===== src/rtl/lghmc_ram.sv =====
module lghmc_ram #(
   parameter int WIDTH = 1,
   parameter int DEPTH = 16,
   localparam int AddrW = (DEPTH > 1) ? $clog2(DEPTH) : 1
) (
   input  logic             clock,
   input  logic             we,
   input  logic [AddrW-1:0] waddr,
   input  logic [WIDTH-1:0] wdata,
   input  logic [AddrW-1:0] raddr,
   output logic [WIDTH-1:0] rdata
);

   logic [WIDTH-1:0] mem [DEPTH];
   logic [WIDTH-1:0] rdata_ff;

   always_ff @(posedge clock) begin
      if (we) begin
         mem[waddr] <= wdata;
      end
      rdata_ff <= mem[raddr];
   end

   assign rdata = rdata_ff;

endmodule


===== config.mk =====
export PLATFORM = sky130hd
export DESIGN_NAME = lghmc_ram
export DESIGN_NICKNAME = d
export VERILOG_FILES = /design/src/rtl/lghmc_ram.sv
export SDC_FILE = /design/constraint.sdc
export NUM_CORES = 1
export LEC_CHECK = 0
export ABC_CLOCK_PERIOD_IN_PS = 1470
export BUFFER_PORTS_ARGS = -buffer_cell sky130_fd_sc_hd__buf_2
export CORE_MARGIN = 1.5
export CORE_UTILIZATION = 36
export CTS_CLUSTER_DIAMETER = 200
export DETAILED_ROUTE_END_ITERATION = 8
export REMOVE_ABC_BUFFERS = 1
export SETUP_SLACK_MARGIN = 0.5
export SLEW_MARGIN = 30
export SYNTH_ARGS = -nofsm -noshare
export SYNTH_HDL_FRONTEND = slang
export SYNTH_SLANG_ARGS = --single-unit

===== constraint.sdc =====
create_clock -name clock -period 1.47 [get_ports clock]
set_input_delay 0.147 -clock clock [delete_from_list [all_inputs] [get_ports clock]]
set_output_delay 0.147 -clock clock [all_outputs]
set_load 0.05 [all_outputs]

### Word-level counts from Yosys, hierarchy flattened

Memory sizes are Yosys's and may differ from the RTL's. A register that Yosys moved wholly into a read port is not among the register bits.
Cells that the tools add are included.
W data, S select, Z words.

| word-level totals | value |
|---|---|
| bits in registers | 0 |
| RAM bits | 16 |
| bits of input ports | 11 |
| output and inout bits | 1 |
| logic and storage cells | 3 |
| memories kept | 1 |

Memory list:

| name | depth | bits a word | rd ports | clocked after Yosys merged registers in | write ports | line | RTL |
|---|---|---|---|---|---|---|---|
| mem | 16 | 1 | 1 | 1 | 1 | 14 | `logic [WIDTH-1:0] mem [DEPTH];` |

| operators by class | value |
|---|---|
| muxes and demuxes | 2 |

Operator list:

| cell | number |
|---|---|
| $mux W1 | 2 |

### Logic depth before layout (Yosys ltp)

Gate-level depths: netlist of the first run.

| depth | value |
|---|---|
| depth in word-level cells | 2 |
| mapped depth | 3 |
| mapped depth without buffers | 3 |

### Worst setup path after synthesis of the first run

No wires, ideal clock.

| path | value |
|---|---|
| kind | reg-to-reg |
| start point | memory mem[13] |
| end point | register rdata_ff (netlist: rdata), read port of mem |
| data arrival time | 1.013 ns |
| required time | 1.348 ns |
| setup slack | 0.335 ns |
| cell stages (with the launch flop) | 4 |
| path through | edfxtp_1 > mux4_1 > mux2i_1 > mux2i_1 |

RTL lines:

| element | line | RTL |
|---|---|---|
| from (decl) | 14 |  |
| to (decl) | 15 | `logic [WIDTH-1:0] rdata_ff;` |

==> flow_summary.json, run 1 <==
{
  "wl_per_cell_um": 12.63,
  "yosysSeqAreaShare": 0.6711,
  "critPathMaxFanout": 1,
  "synth_area_per_cell_sq_um": 15.87,
  "ctsHoldBuffers": 0,
  "syn_area_sq_um": 745.7,
  "overflow": 0,
  "detail_route.vias_per_cell": 4.865,
  "max_freq_ghz": 0.8465,
  "fin_skew_ns": 0.01190,
  "grt_max_degree": 17,
  "worstHoldStart": "raddr[2]",
  "worstPathCellList": "mux4_2 -> mux2i_1 -> mux2i_1",
  "cts_max_path_buffers": 2,
  "setup_viol": 0,
  "p_leak_nw": 0.2956,
  "hold_end": "rdata$_DFF_P_",
  "synth.area.top_cells": "edfxtp_1 64%, mux4_1 14%, nor2_1 6.0%, mux2i_1 4.0%, dfxtp_1 2.7%",
  "status": "complete, no violations",
  "dieWidth_um": 48.51,
  "worstHoldPathType": "input pin to flop",
  "drc": 0,
  "drtPass1Iterations": 2,
  "final_layout_size_suffix_gt1_frac": 0.3065,
  "rows": 16,
  "hold_viol_final": 0,
  "rr_worst_depth": 3,
  "syn_to_final_growth_pct": 14.93,
  "grt_pass1_wl_mm": 2.042,
  "yosysTopAreaCellShare": 0.6443,
  "cts.reportedPaths.clkPinSlew_ns": 0.10,
  "antenna_found_initial": 0,
  "max-cap-violations": 0,
  "grt_pass1_vias": 459,
  "die_y_um": 48.51,
  "grt_usage": 0.1198,
  "clock-root-buffer": "clkbuf_4",
  "period_needed_ns": 1.181,
  "drt-total-wl_mm": 1.124,
  "postLayoutCoreUtil": 0.4369,
  "r2r_setup_slack_ns": 0.29,
  "arrival_ns": 1.37,
  "period_share": 0.8036,
  "peakVddDrop_v": 0.0006609,
  "ios": 12,
  "critPathKind": "flop to flop",
  "clk-insertion-delay-late_ns": 0.29,
  "core_sq_um": 1962,
  "yosysTopAreaCell": "edfxtp_1",
  "cts_tree": "built",
  "ant_nets": 0,
  "syn_inst": 47,
  "startpoint_type": "flop",
  "cts_buffers": 3,
  "setup_tns_ns": 0,
  "yosys_warnings": 0,
  "drv_slew": 0,
  "synth_cell_types": 11,
  "path_buf_inv": 0,
  "slowest_stage": "mux4_2",
  "synth_seq_cells": 17,
  "rsz0062_at_grt": "true",
  "cp-end-kind": "flop",
  "nets": 74,
  "total_power_mw": 0.8749,
  "slew_headroom": 0.8393,
  "p_per_area_nw_per_um2": 1021,
  "r2r_end": "rdata$_DFF_P_",
  "die-area_sq_um": 2353,
  "start_util": 0.3801,
  "cp_slowest_stage_delay_ns": 0.46,
  "clkSinkCount": 17,
  "worstMarginPinSlew_ns": 0.2392,
  "drt_iter0_drc": 9,
  "required_ns": 1.66,
  "io_buffers": 11,
  "htreeDepth": 1,
  "postCtsSetupBuffers": 0,
  "worstReg2RegStart": "mem[12]$_DFFE_PP_",
  "crit_family": "multiplexers",
  "routed-via-count": 433,
  "hold_slack_ns": 0.03851,
  "gp_congestion": 0.7039,
  "crit_top_cell": "mux2i_1",
  "hold_depth": 2,
  "antenna_cells": 0
}
## through the flow
stage,std cells,worst slack (ns),instance area [sq um]
after floorplan,47,0.3354,745.7
after global placement,85,0.2458,834.6
after detailed placement,85,0.2131,834.6
after CTS,89,0.2559,860.8
after global routing,89,0.2167,857.1
final,89,0.2887,857.1
## logic make-up after synthesis
family,after synthesis,share of synthesized area
DFF,17,0.6711
muxes,7,0.1812
and+or+nand+nor,23,0.1476
## state kept, by name, indices dropped and copies added (netlist names)
name,cells
rdata,1
mem,16
## layout make-up
class	instances	area [sq um]
fill	202	1105
sequential	17	500.5
multi-input combinational	30	234.0
timing repair buffer	11	61.31
tap	27	33.78
clock buffer	3	22.52
clock inverter	1	5.005
## synthesized netlist by cell type (all sizes together)
master and n:
nor3 4, or3b 1, nand2 1, nand3 1
edfxtp 16, nor2 12, nand2b 2, mux2i 3
nand3b 2, dfxtp 1, mux4 4
## report_power, final
| group | internal [mW] | total [mW] | switching (mW) | leakage (nW) |
|---|---|---|---|---|
| registers | 0.541 | 0.544 | 0.00343 | 0.153 |
| logic | 0.0384 | 0.0876 | 0.0492 | 0.125 |
| clock network | 0.101 | 0.243 | 0.141 | 0.0177 |
| total | 0.681 | 0.875 | 0.194 | 0.296 |
## what timing repair did
item | 4_1_cts | 5_1_grt
endpoints found under the setup margin | 2 | 2
cloned | 0 | 0
resized for setup | 2 | 3
## cell usage in the layout (no fill, tap or decap)
master    count
buf_2        10
buf_6         1
clkbuf_4      3
clkinv_2      1
dfxtp_1       1
edfxtp_1     16
mux2i_1       3
mux4_1        1
mux4_2        3
nand2_1       1
nand2b_1      2
nand3_1       1
nand3b_1      2
nor2_1       12
nor3_1        4
or3b_2        1
## how the worst max path moves through the flow
stage,startpoint,to,slack [ns],cells past startpoint
CTS,mem[12]$_DFFE_PP_,rdata$_DFF_P_,0.26,3
finish,mem[12]$_DFFE_PP_,rdata$_DFF_P_,0.29,3
detailed placement,waddr[2],mem[0]$_DFFE_PP_,0.21,3
floorplan,mem[13]$_DFFE_PP_,rdata$_DFF_P_,0.34,3
global placement,waddr[2],mem[0]$_DFFE_PP_,0.25,3
global route,mem[12]$_DFFE_PP_,rdata$_DFF_P_,0.22,3
## per-layer routing
layer / GRT usage / share of wire / vias up
li1: - / - / 212
met1: 0.1423 / 0.43 / 206
met2: 0.1991 / 0.51 / 13
met3: 0.02778 / 0.036 / 2
met4: 0.07143 / 0.019 / 0
met5: 0 / 0 / -
Power figures use the tool's default switching activity.
==> run 2, diff against run 1 <==
--- a/config.mk
+++ b/config.mk
@@ -5,7 +5,7 @@
 export SDC_FILE = /design/constraint.sdc
 export NUM_CORES = 1
 export LEC_CHECK = 0
-export ABC_CLOCK_PERIOD_IN_PS = 1470
+export ABC_CLOCK_PERIOD_IN_PS = 1200
 export BUFFER_PORTS_ARGS = -buffer_cell sky130_fd_sc_hd__buf_2
 export CORE_MARGIN = 1.5
 export CORE_UTILIZATION = 36
==> constraint.sdc (replaced) <==
create_clock -name clock -period 1.2 [get_ports clock]
set_input_delay 0.12 -clock clock [delete_from_list [all_inputs] [get_ports clock]]
set_output_delay 0.12 -clock clock [all_outputs]
set_load 0.05 [all_outputs]
==> run 2 against run 1 <==
  * Global-route usage is 0.41 points lower
  * Sequential share of layout area is 3.5 points lower
  * Routed wire length is 4.9% higher
  * Largest power group unchanged
  * Highest routed layer unchanged
==> flow_summary.json, run 2 (same netlist as run 1, synthesis figures left out) <==
{
  "critPathMaxFanout": 1,
  "r2r_setup_slack_ns": 0.01,
  "max-cap-violations": 0,
  "p_leak_nw": 0.3113,
  "worstHoldStart": "raddr[2]",
  "ios": 12,
  "clock-root-buffer": "clkbuf_4",
  "nets": 76,
  "startpoint_type": "flop",
  "wl_per_cell_um": 12.96,
  "postCtsSetupBuffers": 0,
  "arrival_ns": 1.37,
  "drtPass1Iterations": 4,
  "grt_max_degree": 17,
  "antenna_found_initial": 0,
  "busiest_layer": "met2",
  "rr_worst_depth": 3,
  "regMostFlops": "mem",
  "met1_usage": 0.1441,
  "hpwl_um": 846.8,
  "die_y_um": 48.51,
  "dieWidth_um": 48.51,
  "cts.reportedPaths.clkPinSlew_ns": 0.09,
  "p_comb_frac": 0.114,
  "syn_to_final_growth_pct": 22.32,
  "setup_viol": 0,
  "power_frac_seq": 0.612,
  "detail_route.vias_per_cell": 4.956,
  "drv_slew": 0,
  "worstMarginPinSlew_ns": 0.2373,
  "ant_nets": 0,
  "period_needed_ns": 1.188,
  "place_inst": 87,
  "final_layout_size_suffix_gt1_frac": 0.3906,
  "gp_congestion": 0.7167,
  "clkPwrFrac": 0.274,
  "slew_headroom": 0.8418,
  "met3_usage": 0.03086,
  "worstHoldPathType": "input pin to flop",
  "period_share": 0.9896,
  "layout_commonest_cell": "edfxtp_1",
  "drc": 0,
  "overflow": 0,
  "required_ns": 1.38,
  "antenna_cells": 0,
  "rows": 16,
  "hold_depth": 2,
  "hold_slack_ns": 0.02729,
  "ctsHoldBuffers": 0,
  "hold_viol_final": 0,
  "max_freq_ghz": 0.8421,
  "die-area_sq_um": 2353,
  "power.switching_mw": 0.2404,
  "cts_tree": "built",
  "io_buffers": 11,
  "clkSinkCount": 17,
  "rsz0062_at_grt": "true",
  "start_util": 0.3801,
  "routed-via-count": 451,
  "final_cell_mix": "16 x edfxtp_1, 9 x nor2_1, 8 x buf_2",
  "drt-total-wl_mm": 1.179,
  "met2_usage": 0.1736,
  "drt_iter0_drc": 4,
  "fin_skew_ns": 0.002392,
  "crit_start": "mem[12]$_DFFE_PP_",
  "nFillCells": 195,
  "clk-insertion-delay-late_ns": 0.28,
  "internal_power_mw": 0.8499,
  "critPathKind": "flop to flop",
  "core_sq_um": 1962,
  "largest_reg_flops": 16,
  "htreeDepth": 1,
  "peakVddDrop_v": 0.0006254,
  "cp-end-kind": "flop",
  "switching_share": 0.2205,
  "grt_pass1_wl_mm": 1.959,
  "cts_max_path_buffers": 2,
  "worstReg2RegStart": "mem[12]$_DFFE_PP_",
  "cts_buffers": 3,
  "total_power_mw": 1.090,
  "grt_pass1_vias": 433,
  "finalNonFillerCells": 91,
  "p_per_area_nw_per_um2": 1195,
  "status": "complete, no violations",
  "grt_usage": 0.1157
}
run 2: changes by cell type in the layout (fill, tap and decap cells not counted), moves of 2 or more:
cell,previous run,this run
buf_2,10,8
buf_6,1,4
nor2_1,12,9
nor2_2,0,2
nor3_1,4,2
nor3_2,0,2
run 2: worst paths after layout:
check | endpoint
max | rdata$_DFF_P_
min | rdata$_DFF_P_
max reg2reg | rdata$_DFF_P_
min reg2reg | rdata$_DFF_P_
run 2: metal layers:
layer,vias up,part of all wire
met2,15,0.50
li1,217,-
met5,-,0
met4,0,0.019
met1,217,0.43
met3,2,0.052
run 2: stage by stage:
| stage | setup WS (ns) | util | setup TNS [ns] | cell area (sq um) |
|---|---|---|---|---|
| floorplan | 0.06543 | - | 0 | 745.7 |
| global placement | -0.01302 | 0.4330 | -0.02208 | 849.6 |
| detailed placement | -0.03294 | 0.4330 | -0.05724 | 849.6 |
| CTS | -0.01129 | 0.4624 | -0.01129 | 907.1 |
| global route | -0.04423 | 0.4649 | -0.04423 | 912.1 |
| finish | 0.01245 | 0.4649 | 0 | 912.1 |
run 2: layout make-up:
class / instances / area, sq um / area share
well taps: 27 / 33.78 / 0.03704
clock buffers: 4 / 26.28 / 0.02881
flip-flops and latches: 17 / 500.5 / 0.5487
repair buffers: 13 / 92.59 / 0.1015
multi-input cells: 30 / 259.0 / 0.2840
run 2: power by group through the flow:
| stage | combinational, mW | sequential, mW | clock [mW] |
|---|---|---|---|
| floorplan | 0.0409 | 0.694 | 0 |
| global placement | 0.104 | 0.679 | 0 |
| detailed placement | 0.106 | 0.680 | 0 |
| CTS | 0.124 | 0.668 | 0.302 |
| global route | 0.134 | 0.669 | 0.331 |
| finish | 0.124 | 0.667 | 0.299 |
run 2: repair_timing:
| action | in CTS | in global routing |
|---|---|---|
| endpoints found under the setup margin | 8 | 10 |
| gates resized for setup | 14 | 1 |
| pin swaps | 1 | 1 |
run 2: worst max-delay path, cell delays in order, from the launching register on:
cell	delay, ns
edfxtp_1	0.40
mux4_2	0.46
mux2i_1	0.14
mux2i_1	0.08
